## src/sv/rrcs_pkg.sv

```systemverilog
// rrcs_pkg: shared types, codes and defaults for the round-robin core scheduler.
// Used by rrcs_ctrl, rrcs_dp and round_robin_core_scheduler; depends on nothing.
package rrcs_pkg;

  // Defaults for the top-level parameters
  localparam int DEF_NCORES   = 8;
  localparam int DEF_NTASKS   = 64;
  localparam int DEF_ID_WIDTH = 16;

  // Fixed field widths of the ports
  localparam int CMD_W     = 2;
  localparam int TASK_ID_W = 16;
  localparam int ACT_W     = 2;
  localparam int CORE_W    = 3;
  localparam int REM_W     = 7;
  localparam int CFG_W     = 4;

  localparam logic [REM_W-1:0] REM_MAX = 7'd127;

  typedef enum logic [CMD_W-1:0] {
    CMD_ADD  = 2'd0,
    CMD_TICK = 2'd1,
    CMD_EXIT = 2'd2,
    CMD_NOP  = 2'd3
  } cmd_t;

  typedef enum logic [ACT_W-1:0] {
    ACT_ACK    = 2'd0,
    ACT_START  = 2'd1,
    ACT_STOP   = 2'd2,
    ACT_REJECT = 2'd3
  } act_t;

  typedef enum logic [3:0] {
    ST_IDLE,
    ST_DISPATCH,
    ST_ADD,
    ST_EXIT_RD,
    ST_EXIT_EVAL,
    ST_PRE_RD,
    ST_PRE_EVAL,
    ST_FILL_CHK,
    ST_FILL_USE,
    ST_FINISH
  } state_t;

  // Controller -> datapath commands
  typedef struct packed {
    logic load;
    logic idx_clr;
    logic idx_inc;
    logic add_op;
    logic exit_op;
    logic pre_op;
    logic fill_pop;
    logic finish;
  } dp_cmd_t;

  // Datapath -> controller status
  typedef struct packed {
    cmd_t cmd;
    logic first_tick;
    logic idx_done;
    logic fill_skip;
  } dp_status_t;

endpackage

```

## src/sv/round_robin_core_scheduler.sv

```systemverilog
// round_robin_core_scheduler: top level of the round-robin time-slice scheduler.
// Depends on rrcs_pkg, rrcs_ctrl (sequencer) and rrcs_dp (datapath).

// A command beat is taken when start is high and busy is low. Each command
// gives one or more result beats, each shown for exactly one cycle with
// result_valid high; the receiver cannot stall, so it must take every beat
// as it comes. The final beat of a command has last set; the beats of one
// command are in order and never interleave with another command's beats.
// The work of a command is a per-core scan: each core in use takes a
// slot-memory read state and an evaluate state when preempting or on exit;
// when refilling it takes a check state, then a queue-read use state unless
// the core is occupied or the queue is empty. Result beats pass through a
// one-deep holding stage: each goes out once the next result or the end of
// the command is known, so the final beat appears in the first cycle with
// busy low; a new command may be accepted in that cycle. num_cores is
// written with cfg_we/cfg_data; write it only while the block is idle.
module round_robin_core_scheduler #(
  parameter int NCORES   = rrcs_pkg::DEF_NCORES,
  parameter int NTASKS   = rrcs_pkg::DEF_NTASKS,
  parameter int ID_WIDTH = rrcs_pkg::DEF_ID_WIDTH
) (
  input  logic                           clk,
  input  logic                           rst,
  // command channel
  input  logic                           start,
  output logic                           busy,
  input  logic [rrcs_pkg::CMD_W-1:0]     command,
  input  logic [rrcs_pkg::TASK_ID_W-1:0] task_id,
  // configuration
  input  logic                           cfg_we,
  input  logic [rrcs_pkg::CFG_W-1:0]     cfg_data,
  // result channel
  output logic                           result_valid,
  output logic [rrcs_pkg::ACT_W-1:0]     action,
  output logic [rrcs_pkg::TASK_ID_W-1:0] task_id_res,
  output logic [rrcs_pkg::CORE_W-1:0]    core,
  output logic [rrcs_pkg::REM_W-1:0]     remaining,
  output logic                           last
);
  import rrcs_pkg::*;

  dp_cmd_t    dp_cmd;
  dp_status_t dp_status;

  // Sequencer: dispatch, per-core exit/preempt/refill scans, finish
  rrcs_ctrl u_ctrl (
    .clk    (clk),
    .rst    (rst),
    .start  (start),
    .status (dp_status),
    .cmd    (dp_cmd),
    .busy   (busy)
  );

  // Queue, slots, counters and result registers
  rrcs_dp #(
    .NCORES   (NCORES),
    .NTASKS   (NTASKS),
    .ID_WIDTH (ID_WIDTH)
  ) u_dp (
    .clk          (clk),
    .rst          (rst),
    .cmd          (dp_cmd),
    .status       (dp_status),
    .command      (command),
    .task_id      (task_id),
    .cfg_we       (cfg_we),
    .cfg_data     (cfg_data),
    .result_valid (result_valid),
    .action       (action),
    .task_id_res  (task_id_res),
    .core         (core),
    .remaining    (remaining),
    .last         (last)
  );

endmodule

```

## src/sv/rrcs_ctrl.sv

```systemverilog
// rrcs_ctrl: sequencing state machine of the scheduler.
// Depends on rrcs_pkg; drives rrcs_dp through dp_cmd_t and reads dp_status_t.
module rrcs_ctrl (
  input  logic                clk,
  input  logic                rst,
  input  logic                start,
  input  rrcs_pkg::dp_status_t status,
  output rrcs_pkg::dp_cmd_t    cmd,
  output logic                busy
);
  import rrcs_pkg::*;

  state_t state;
  state_t state_next;

  always_ff @(posedge clk) begin
    if (rst) begin
      state <= ST_IDLE;
    end else begin
      state <= state_next;
    end
  end

  always_comb begin
    state_next = state;
    unique case (state)
      ST_IDLE: begin
        if (start) state_next = ST_DISPATCH;
      end
      ST_DISPATCH: begin
        unique case (status.cmd)
          CMD_ADD:  state_next = ST_ADD;
          CMD_EXIT: state_next = ST_EXIT_RD;
          CMD_TICK: state_next = status.first_tick ? ST_FILL_CHK : ST_PRE_RD;
          CMD_NOP:  state_next = ST_FINISH;
          default:  state_next = ST_FINISH;
        endcase
      end
      ST_ADD:       state_next = ST_FINISH;
      ST_EXIT_RD:   state_next = status.idx_done ? ST_FINISH : ST_EXIT_EVAL;
      ST_EXIT_EVAL: state_next = ST_EXIT_RD;
      ST_PRE_RD:    state_next = status.idx_done ? ST_FILL_CHK : ST_PRE_EVAL;
      ST_PRE_EVAL:  state_next = ST_PRE_RD;
      ST_FILL_CHK: begin
        priority if (status.idx_done) state_next = ST_FINISH;
        else if (status.fill_skip)    state_next = ST_FILL_CHK;
        else                          state_next = ST_FILL_USE;
      end
      ST_FILL_USE:  state_next = ST_FILL_CHK;
      ST_FINISH:    state_next = ST_IDLE;
      default:      state_next = ST_IDLE;
    endcase
  end

  always_comb begin
    cmd  = '0;
    busy = 1'b1;
    unique case (state)
      ST_IDLE: begin
        busy     = 1'b0;
        cmd.load = start;
      end
      ST_DISPATCH: ;
      ST_ADD:      cmd.add_op = 1'b1;
      ST_EXIT_RD:  ;
      ST_EXIT_EVAL: begin
        cmd.exit_op = 1'b1;
        cmd.idx_inc = 1'b1;
      end
      ST_PRE_RD: begin
        cmd.idx_clr = status.idx_done;
      end
      ST_PRE_EVAL: begin
        cmd.pre_op  = 1'b1;
        cmd.idx_inc = 1'b1;
      end
      ST_FILL_CHK: begin
        cmd.idx_inc = !status.idx_done && status.fill_skip;
      end
      ST_FILL_USE: begin
        cmd.fill_pop = 1'b1;
        cmd.idx_inc  = 1'b1;
      end
      ST_FINISH:   cmd.finish = 1'b1;
      default:     ;
    endcase
  end

endmodule

```

## src/sv/rrcs_dp.sv

```systemverilog
// rrcs_dp: scheduler datapath - ready queue memory, core slot store, counters,
// one-deep result holding stage and registered result ports. Depends on rrcs_pkg.
module rrcs_dp #(
  parameter int NCORES   = rrcs_pkg::DEF_NCORES,
  parameter int NTASKS   = rrcs_pkg::DEF_NTASKS,
  parameter int ID_WIDTH = rrcs_pkg::DEF_ID_WIDTH
) (
  input  logic                              clk,
  input  logic                              rst,
  input  rrcs_pkg::dp_cmd_t                 cmd,
  output rrcs_pkg::dp_status_t              status,
  input  logic [rrcs_pkg::CMD_W-1:0]        command,
  input  logic [rrcs_pkg::TASK_ID_W-1:0]    task_id,
  input  logic                              cfg_we,
  input  logic [rrcs_pkg::CFG_W-1:0]        cfg_data,
  output logic                              result_valid,
  output logic [rrcs_pkg::ACT_W-1:0]        action,
  output logic [rrcs_pkg::TASK_ID_W-1:0]    task_id_res,
  output logic [rrcs_pkg::CORE_W-1:0]       core,
  output logic [rrcs_pkg::REM_W-1:0]        remaining,
  output logic                              last
);
  import rrcs_pkg::*;

  localparam int IW  = (NCORES > 1) ? $clog2(NCORES) : 1;
  localparam int CW  = $clog2(NCORES + 1);
  localparam int QW  = $clog2(NTASKS);
  localparam int QCW = $clog2(NTASKS + 1);

  // Configuration and long-lived state
  logic [CFG_W-1:0]  num_cores;
  logic              first_tick;
  logic [REM_W-1:0]  rem;
  logic [QW-1:0]     q_head;
  logic [QW-1:0]     q_tail;
  logic [QCW-1:0]    q_count;
  logic [NCORES-1:0] occ;

  // Per-item registers
  cmd_t              cur_cmd;
  logic              cur_first;
  logic [ID_WIDTH-1:0] cur_id;
  logic [CW-1:0]     nc;
  logic [CW-1:0]     idx;

  // Memories with registered read
  logic [ID_WIDTH:0]   q_mem [NTASKS];
  logic [ID_WIDTH:0]   q_rd;
  logic [ID_WIDTH-1:0] slot_mem [NCORES];
  logic [ID_WIDTH-1:0] slot_rd;

  // Holding stage
  logic                pend_valid;
  act_t                pend_act;
  logic [ID_WIDTH-1:0] pend_id;
  logic [IW-1:0]       pend_core;

  logic [IW-1:0]       cidx;
  logic                q_full;
  logic                q_empty;
  logic [ID_WIDTH+TASK_ID_W-1:0] in_wide;
  logic [ID_WIDTH-1:0] in_id;
  logic [CW-1:0]       nc_cfg;
  logic                q_rd_done;
  logic [ID_WIDTH-1:0] q_rd_id;
  logic                exit_hit;
  logic                pre_hit;
  logic                fill_take;
  logic                push;
  logic                push_done;
  logic [ID_WIDTH-1:0] push_id;
  logic                emit;
  act_t                emit_act;
  logic [ID_WIDTH-1:0] emit_id;
  logic [IW-1:0]       emit_core;
  act_t                out_act;
  logic [ID_WIDTH-1:0] out_id;
  logic [IW-1:0]       out_core;
  logic [ID_WIDTH+TASK_ID_W-1:0] out_id_wide;
  logic [IW+CORE_W-1:0] out_core_wide;

  assign cidx      = idx[IW-1:0];
  assign q_full    = (q_count == QCW'(NTASKS));
  assign q_empty   = (q_count == '0);
  assign in_wide   = {{ID_WIDTH{1'b0}}, task_id};
  assign in_id     = in_wide[ID_WIDTH-1:0];
  assign q_rd_done = q_rd[ID_WIDTH];
  assign q_rd_id   = q_rd[ID_WIDTH-1:0];

  always_comb begin
    priority if (num_cores == '0)       nc_cfg = CW'(1);
    else if (int'(num_cores) > NCORES)  nc_cfg = CW'(NCORES);
    else                                nc_cfg = CW'(num_cores);
  end

  // Per-core decisions
  assign exit_hit  = cmd.exit_op && occ[cidx] && (slot_rd == cur_id);
  assign pre_hit   = cmd.pre_op && !q_empty && !q_full && occ[cidx];
  assign fill_take = cmd.fill_pop && !q_rd_done;
  assign push      = (cmd.add_op && !q_full) || (exit_hit && !q_full) || pre_hit;
  assign push_done = exit_hit;
  assign push_id   = pre_hit ? slot_rd : cur_id;
  assign emit      = cmd.add_op || exit_hit || pre_hit || fill_take;

  always_comb begin
    priority if (cmd.add_op) begin
      emit_act  = q_full ? ACT_REJECT : ACT_ACK;
      emit_id   = cur_id;
      emit_core = '0;
    end else if (fill_take) begin
      emit_act  = ACT_START;
      emit_id   = q_rd_id;
      emit_core = cidx;
    end else begin
      emit_act  = ACT_STOP;
      emit_id   = pre_hit ? slot_rd : cur_id;
      emit_core = cidx;
    end
  end

  assign status.cmd        = cur_cmd;
  assign status.first_tick = cur_first;
  assign status.idx_done   = (idx == nc);
  assign status.fill_skip  = occ[cidx] || q_empty;

  // Configuration register
  always_ff @(posedge clk) begin
    if (rst) begin
      num_cores <= CFG_W'(1);
    end else if (cfg_we) begin
      num_cores <= cfg_data;
    end
  end

  // Item latch, loop counter, tick flag, remaining count
  always_ff @(posedge clk) begin
    if (rst) begin
      first_tick <= 1'b1;
      rem        <= '0;
      idx        <= '0;
      nc         <= CW'(1);
      cur_cmd    <= CMD_NOP;
      cur_first  <= 1'b0;
    end else if (cmd.load) begin
      cur_cmd   <= cmd_t'(command);
      cur_id    <= in_id;
      cur_first <= first_tick;
      nc        <= nc_cfg;
      idx       <= '0;
      if (cmd_t'(command) == CMD_TICK) first_tick <= 1'b0;
      if (cmd_t'(command) == CMD_ADD && !q_full && rem != REM_MAX) rem <= rem + 1'b1;
      if (cmd_t'(command) == CMD_EXIT && rem != '0) rem <= rem - 1'b1;
    end else if (cmd.idx_clr) begin
      idx <= '0;
    end else if (cmd.idx_inc) begin
      idx <= idx + 1'b1;
    end
  end

  // Ready queue pointers
  always_ff @(posedge clk) begin
    if (rst) begin
      q_head  <= '0;
      q_tail  <= '0;
      q_count <= '0;
    end else if (push) begin
      q_tail  <= (q_tail == QW'(NTASKS - 1)) ? '0 : q_tail + 1'b1;
      q_count <= q_count + 1'b1;
    end else if (cmd.fill_pop) begin
      q_head  <= (q_head == QW'(NTASKS - 1)) ? '0 : q_head + 1'b1;
      q_count <= q_count - 1'b1;
    end
  end

  always_ff @(posedge clk) begin
    if (push) q_mem[q_tail] <= {push_done, push_id};
    q_rd <= q_mem[q_head];
  end

  // Core slots: occupied flags in flops, task ids in a small memory
  always_ff @(posedge clk) begin
    if (rst) begin
      occ <= '0;
    end else if (exit_hit || pre_hit) begin
      occ[cidx] <= 1'b0;
    end else if (fill_take) begin
      occ[cidx] <= 1'b1;
    end
  end

  always_ff @(posedge clk) begin
    if (fill_take) slot_mem[cidx] <= q_rd_id;
    slot_rd <= slot_mem[cidx];
  end

  // Result holding stage: a result goes out once the next one (or the end) is known
  always_comb begin
    if (pend_valid) begin
      out_act  = pend_act;
      out_id   = pend_id;
      out_core = pend_core;
    end else begin
      out_act  = ACT_ACK;
      out_id   = (cur_cmd == CMD_TICK) ? '0 : cur_id;
      out_core = '0;
    end
  end

  assign out_id_wide   = {{TASK_ID_W{1'b0}}, out_id};
  assign out_core_wide = {{CORE_W{1'b0}}, out_core};
  assign remaining     = rem;

  always_ff @(posedge clk) begin
    if (rst) begin
      pend_valid   <= 1'b0;
      result_valid <= 1'b0;
    end else begin
      result_valid <= (emit && pend_valid) || cmd.finish;
      if (emit) begin
        pend_valid <= 1'b1;
      end else if (cmd.finish) begin
        pend_valid <= 1'b0;
      end
    end
  end

  always_ff @(posedge clk) begin
    if (emit) begin
      pend_act  <= emit_act;
      pend_id   <= emit_id;
      pend_core <= emit_core;
    end
    if (emit || cmd.finish) begin
      action      <= out_act;
      task_id_res <= out_id_wide[TASK_ID_W-1:0];
      core        <= out_core_wide[CORE_W-1:0];
      last        <= cmd.finish;
    end
  end

  a_count_bound: assert property (@(posedge clk) disable iff (rst)
    q_count <= QCW'(NTASKS))
    else $error("ready queue count above depth");

  a_empty_ptrs: assert property (@(posedge clk) disable iff (rst)
    (q_count == '0) |-> (q_head == q_tail))
    else $error("empty queue with head and tail apart");

  a_last_gap: assert property (@(posedge clk) disable iff (rst)
    (result_valid && last) |=> !result_valid)
    else $error("result beat right after a final beat");

  a_emit_finish: assert property (@(posedge clk) disable iff (rst)
    !(emit && cmd.finish))
    else $error("result produced in the finishing cycle");

endmodule
```

## config.mk

```make
export PLATFORM = sky130hd
export DESIGN_NAME = round_robin_core_scheduler
export DESIGN_NICKNAME = d
export VERILOG_FILES = /design/src/sv/rrcs_pkg.sv /design/src/sv/round_robin_core_scheduler.sv /design/src/sv/rrcs_ctrl.sv /design/src/sv/rrcs_dp.sv
export SDC_FILE = /design/constraint.sdc
export NUM_CORES = 2
export LEC_CHECK = 0
export ABC_CLOCK_PERIOD_IN_PS = 6260
export BUFFER_PORTS_ARGS = -buffer_cell sky130_fd_sc_hd__buf_2
export CELL_PAD_IN_SITES_DETAIL_PLACEMENT = 1
export CELL_PAD_IN_SITES_GLOBAL_PLACEMENT = 1
export CORE_ASPECT_RATIO = 1.1
export CORE_MARGIN = 2
export CORE_UTILIZATION = 30
export DETAILED_ROUTE_END_ITERATION = 10
export PLACE_DENSITY = 0.48
export SYNTH_ARGS = -nofsm -noshare
export SYNTH_HDL_FRONTEND = slang
export SYNTH_SLANG_ARGS = --single-unit
```

## constraint.sdc

```tcl
create_clock -name clk -period 6.26 [get_ports clk]
set_input_delay 1.878 -clock clk [delete_from_list [all_inputs] [get_ports clk]]
set_output_delay 1.878 -clock clk [all_outputs]
set_load 0.02 [all_outputs]
```

[Word level (Yosys, flattened, before mapping)]
Memory sizes are Yosys's and may differ from the RTL's. A register that Yosys moved wholly into a read port is not among the register bits.
Index checks and enable logic that the tools add are counted.
Cells by class
  mux-type cells: 45
  reduce and logical (&&, ||, !) cells: 43
  add/sub/neg operators: 7
  bitwise gates (word level): 5
  equality and inequality tests: 21
  $lt $le $gt $ge: 3
Operator list (number)
  2-to-1 mux 16 bit: 5
  one-hot mux 4 bit (9 select lines): 1
  2-to-1 mux 7 bit: 4
  2-to-1 mux 4 bit: 6
  2-to-1 mux 1 bit: 17
  equality test 16 bit: 1
  equality test 4 x 3 -> 1 bit, second input constant: 4
  2-to-1 mux 8 bit: 2
  one-hot mux 4 bit (4 select lines): 1
  adder 7 x 1 -> 7 bit, second input constant: 2
  logical AND 1 bit: 14
  subtractor 7 x 1 -> 7 bit, second input constant: 2
  adder 6 x 1 -> 6 bit, second input constant: 2
  equality test 6 bit, second input constant: 2
  2-to-1 mux 6 bit: 2
  logical OR 1 bit: 9
  AND 8 bit: 1
  equality test 4 x 2 -> 1 bit, second input constant: 2
  equality test 4 bit, second input constant: 2
  logical NOT 4 bit: 2
  2-to-1 mux 2 bit: 4
  NOT 8 bit: 1
  OR 8 bit: 1
  AND reduction 2 bit: 4
  other kinds (21): 33
Word-level totals
  word-level logic and storage cells: 148
  bits in writable memories: 1216
  bits of input ports: 26
  register bits after elaboration: 115
  output and inout bits: 31
  memories kept: 2
Memory list
  u_dp.q_mem: depth 64, width 17, rd ports 1, clocked after memory_dff 1, wr ports 1, RTL line rrcs_dp.sv:47  | logic [ID_WIDTH:0] q_mem [NTASKS];
  u_dp.slot_mem: depth 8, width 16, rd ports 1, clocked after memory_dff 1, wr ports 1, RTL line rrcs_dp.sv:49  | logic [ID_WIDTH-1:0] slot_mem [NCORES];

[Depth between registers and ports, before layout]
  depth in word-level cells: 9
  mapped depth: 15
  gate-level depth less buffers: 13

[Modules after synthesis]
A second synthesis with hierarchy kept.
Unflattened totals
  cells, all modules: 2441
  area, all modules: 52504.1 µm²
Modules (own cells, without submodules)
  rrcs_dp: instances 1, cells each 2385, seq. area each 39988.4 µm², area each 52145.0 µm²
  rrcs_ctrl: instances 1, cells each 56, seq. area each 80.1 µm², area each 359.1 µm²

[Least setup slack after synthesis]
No wires, ideal clock.
  path type: input-to-reg
  start point: input port command[0] (netlist name)
  end point: register u_dp.rem[6], in the netlist u_dp.remaining[6]
  setup time: 0.070 ns
  slack: 2.563 ns
  stages on the path: 9
  required time: 6.190 ns
  buffers on the path: 0
  arrival time: 3.627 ns
  path through: nand3b_1 inv_1 ha_1 nor2b_1 o21ai_0 a21o_1 a21oi_1 or4_1 a21oi_1
Between the ends
  cells in the longest elaborated chain, start to end: 5
  elaborated cells between the ends (all ways): 8
  classes of those cells: eq/ne (1); mux (1); reduce/logical (6)
RTL lines
  start, declared: RTL line round_robin_core_scheduler.sv:27  | input logic [rrcs_pkg::CMD_W-1:0] command,
  logical NOT 2 bit: RTL line rrcs_dp.sv:151  | if (cmd_t'(command) == CMD_ADD && !q_full && rem != REM_MAX) rem <= rem + 1'b1;
  logical AND 1 bit (2 in series): RTL line rrcs_dp.sv:151
  nonzero test 2 bit (no source line)
  AND reduction 2 bit (no source line)
  end signal, assigned: RTL line rrcs_dp.sv:151
  end signal, assigned: RTL line rrcs_dp.sv:152  | if (cmd_t'(command) == CMD_EXIT && rem != '0) rem <= rem - 1'b1;
  end, declared: RTL line rrcs_dp.sv:33  | logic [REM_W-1:0] rem;
Several ways; a longest one is shown, not always the timed one.
A chain may end at the register's enable or synchronous reset.

[Worst setup path in the final report]
  start point: register u_dp.idx[1]
  end point: register u_dp.q_count[6]
Between the ends
  cells in the longest elaborated chain, start to end: 8
  elaborated cells between the ends (all ways): 10
  classes of those cells: mux (3); reduce/logical (7)
RTL lines
  start, declared: RTL line rrcs_dp.sv:44  | logic [CW-1:0] idx;
  start signal, assigned: RTL line rrcs_dp.sv:156  | idx <= idx + 1'b1;
  binary-select mux 1 bit (select 3 bit) *: RTL line rrcs_dp.sv:97, rrcs_dp.sv:98
  2-to-1 mux 1 bit (implied by the code) *: RTL line rrcs_dp.sv:97, rrcs_dp.sv:98
  logical AND 1 bit (2 in series): RTL line rrcs_dp.sv:97  | assign exit_hit = cmd.exit_op && occ[cidx] && (slot_rd == cur_id);
  logical AND 1 bit: RTL line rrcs_dp.sv:100  | assign push = (cmd.add_op && !q_full) || (exit_hit && !q_full) || pre_hit;
  logical OR 1 bit: RTL line rrcs_dp.sv:100
  logical OR 1 bit *: RTL line rrcs_dp.sv:100
  2-to-1 mux 7 bit or nonzero test 2 bit (tied branches)
  end signal, assigned: RTL line rrcs_dp.sv:168  | q_count <= q_count + 1'b1;
  end signal, assigned: RTL line rrcs_dp.sv:171  | q_count <= q_count - 1'b1;
  end, declared: RTL line rrcs_dp.sv:36  | logic [QCW-1:0] q_count;
Every way passes the cells marked *; elsewhere a longest branch is shown, timed or not. The select of a mux whose other input is x is not followed.

==> results.json <==
{
  "synth.avg_cell_area_sq_um": 20.7,
  "grt_pass1_wl_mm": 216,
  "r2r-start": "u_dp.idx[1]$_SDFFE_PP0P_",
  "min_to": "u_dp.cur_first$_SDFFE_PP0P_",
  "clock_sink_count": 1364,
  "die_h_microns": 443,
  "start_util_pct": 30.1,
  "yosys-top-cells-count": "1275 x edfxtp_1, 340 x mux4_2, 109 x nor2_1",
  "min_from": "u_dp.first_tick$_SDFFE_PP1P_",
  "status": "finished clean",
  "layout_min_cycle_time_ns": 4.39,
  "yosys.area.top_type": "edfxtp_1",
  "first_iter_violations": 2449,
  "critical_path_required_ns": 6.93,
  "port_buffers": 56,
  "synth_nets": 2579,
  "min_period_over_period_pct": 70.1,
  "post_cts_buffers": 0,
  "slew_headroom_pct": 8.73,
  "synth_edf_count": 1275,
  "via_count": 26100,
  "first_global_vias": 27700,
  "post-place-ws_ns": 1.93,
  "grt_use_total_pct": 17.1,
  "grt_overflow": 0,
  "end_kind": "flip-flop",
  "cp_cell_sequence": "mux2_1 > a31o_1 > a2111oi_1 > or2_1 > buf_4 > nor2_1 > inv_2 > ha_1 > a211oi_1 > o21bai_1 > a21o_1 > a31oi_1 > mux2_2",
  "clk_pin_slew_ns": 0.06,
  "crit_slowest_cell": "dfxtp_1",
  "fin_setup_tns_ns": 0,
  "final_nets": 2747,
  "grt_max_degree": 94,
  "htree_levels": 4,
  "finalPower_mw": 21.1,
  "dp.cells": 4836,
  "hold_viol_final": 0,
  "ys_seq_area_share_pct": 76.2,
  "fp.dieW_microns": 403,
  "hp-class": "reg2reg",
  "ys_seq_elements": 1364,
  "setup_slack_ns": 1.87,
  "leakagePower_nw": 18.3,
  "clock_latency_ns": 0.79,
  "worstPathMaxFanout": 17,
  "synth_area_sq_mm": 0.0526,
  "via_per_inst": 5.10,
  "wire_per_inst_microns": 29.7,
  "crit_arrival_ns": 5.06,
  "cts_tree": "yes",
  "crit_path_start": "u_dp.idx[1]$_SDFFE_PP0P_",
  "fin_cells": 5112,
  "synthCells": 2538,
  "post-synth-top-count-cell": "edfxtp_1",
  "dr.pass1.iters": 5,
  "ctsHoldBuffers": 0,
  "yosys-top-cells-area": "edfxtp_1 73%, mux4_2 15%, dfxtp_1 3.4%, a22oi_1 1.3%, nor2_1 0.78%",
  "path_class": "reg2reg",
  "synth_ff_type": "edfxtp_1",
  "fmax_mhz": 228,
  "max_stage_delay_ns": 0.74,
  "reg2reg_to": "u_dp.q_count[6]$_SDFFE_PP0P_",
  "yosysUniqueCellTypes": 66,
  "die_area_sq_mm": 0.179,
  "ctsResizeCount": 0,
  "rows": 161,
  "max_cap_violations": 0,
  "irDropWorstVdd_v": 0.000237,
  "pin_count": 57,
  "reg2reg_depth": 13,
  "antenna_found_initial": 10,
  "wl_mm": 152,
  "async_flop_share_pct": 0,
  "cp-start-kind": "flip-flop",
  "fin_skew_ns": 0.0280,
  "final_layout_size_suffix_gt1_share_pct": 28.1,
  "yosys_warnings": 0,
  "hold_path_depth": 2,
  "numCtsBuffers": 150,
  "gp_congestion": 0.789,
  "ctsLongestPathBuffers": 3,
  "core-area_sq_mm": 0.175,
  "setup_viol": 0,
  "tightest_slew_ns": 1.36,
  "rrSetupSlack_ns": 1.87,
  "root_buffer": "clkbuf_16",
  "synth_top_area_share_pct": 72.8,
  "power_density_mw_per_mm2": 347,
  "ant_nets": 0,
  "synthToLayoutAreaGrowth_pct": 15.8,
  "maxSlewViolCount": 0,
  "drc": 0,
  "dp_hpwl_mm": 93.6,
  "rsz0062_at_grt": "false"
}
## logic make-up (layout without fill, tap and decap cells)
family	Yosys count	count (layout)	synth area share, %
AO/OA/AOI/OAI	253	253	3.35
flip-flops	1364	1364	76.2
AND/OR/NAND/NOR	348	348	3.11
XOR/XNOR	33	33	0.550
other	0	2	0
multiplexers	369	369	15.2
buffers and inverters	156	446	1.24
adder cells (fa/ha/maj)	15	15	0.386
## registers in the layout, indices dropped and copies added (netlist names), 2 cells and up, named ones only
register,count
u_ctrl.state,4
u_dp.slot_mem,128
u_dp.cur_cmd,2
u_dp.remaining,7
u_dp.task_id_res,16
u_dp.slot_rd,16
u_dp.core,3
u_dp.pend_id,16
u_dp.q_head,6
u_dp.pend_core,3
u_dp.action,2
u_dp.q_count,7
u_dp.idx,4
u_dp.pend_act,2
u_dp.q_mem,1088
u_dp.nc,4
u_dp.q_tail,6
u_dp.num_cores,4
u_dp.cur_id,16
u_dp.q_rd,17
## worst max path at each step
stage,end,slack (ns),cells past startpoint
floorplan,u_dp.remaining[6]$_SDFFE_PP0P_,2.56,9
global placement,u_dp.q_count[6]$_SDFFE_PP0P_,1.86,13
detailed placement,u_dp.q_count[6]$_SDFFE_PP0P_,1.93,13
CTS,u_dp.q_count[6]$_SDFFE_PP0P_,1.90,13
global route,u_dp.q_count[6]$_SDFFE_PP0P_,1.57,13
finish,u_dp.q_count[6]$_SDFFE_PP0P_,1.87,13
## worst max-delay path, delay by kind of cell (launching register included)
kind / cells / cell delay, ns
buf+inv: 2 / 0.55
flops: 1 / 0.74
simple gates: 2 / 0.29
mux: 2 / 0.75
compound gates: 6 / 1.58
fa+ha+maj: 1 / 0.35
## report_power, final
group / leakage [nW] / switching [mW] / internal (mW)
logic: 3.95 / 1.33 / 0.765
registers: 12.1 / 0.232 / 10.3
clock network: 2.29 / 3.61 / 4.89
total: 18.3 / 5.18 / 16.0
## per-stage QoR
stage	util (%)	cell area, sq um	hold slack [ns]
after global routing	34.9	60900	0.506
after CTS	34.9	60900	0.470
after floorplan	-	52600	0.428
final	34.9	60900	0.468
after global placement	32.2	56200	0.447
after detailed placement	32.2	56200	0.457
## per-layer routing
metal  part of all wire [%]  global-route usage [%]  up-vias
met5                 0.0086                       0        -
met4                    2.2                    4.50        2
met3                    4.5                    2.62      188
met2                     49                    28.1      662
met1                     44                    23.6    14300
li1                       -                       -    10900
## cells in the final DEF (no fill, tap or decap), types with 10 or more instances in the layout
master	n
buf_4	93
nor3_2	12
nand2_1	103
inv_1	15
nor2_1	63
a221oi_1	12
clkbuf_16	156
nand4_1	12
a21oi_1	26
ha_1	13
and2_1	12
o21ai_0	42
o21ai_1	14
mux2_2	17
edfxtp_1	1275
a22o_1	12
mux2i_1	11
a22oi_1	90
xor2_1	26
mux4_2	340
nand3_1	32
buf_2	56
clkbuf_1	39
dfxtp_1	85
nor4_1	10
clkinv_1	31
clkinv_2	21
a211oi_1	11
nor2_2	44
## layout make-up
type | count | area, sq um
clock buffer | 201 | 4130
antenna | 2 | 5.00
clock inverter | 73 | 569
tap | 2282 | 2860
inverter | 16 | 60.1
multi-input combinational | 1018 | 12100
fill | 17000 | 114000
timing repair buffer | 156 | 1120
sequential | 1364 | 40100
Note: power is estimated with default switching activity, not from simulation.
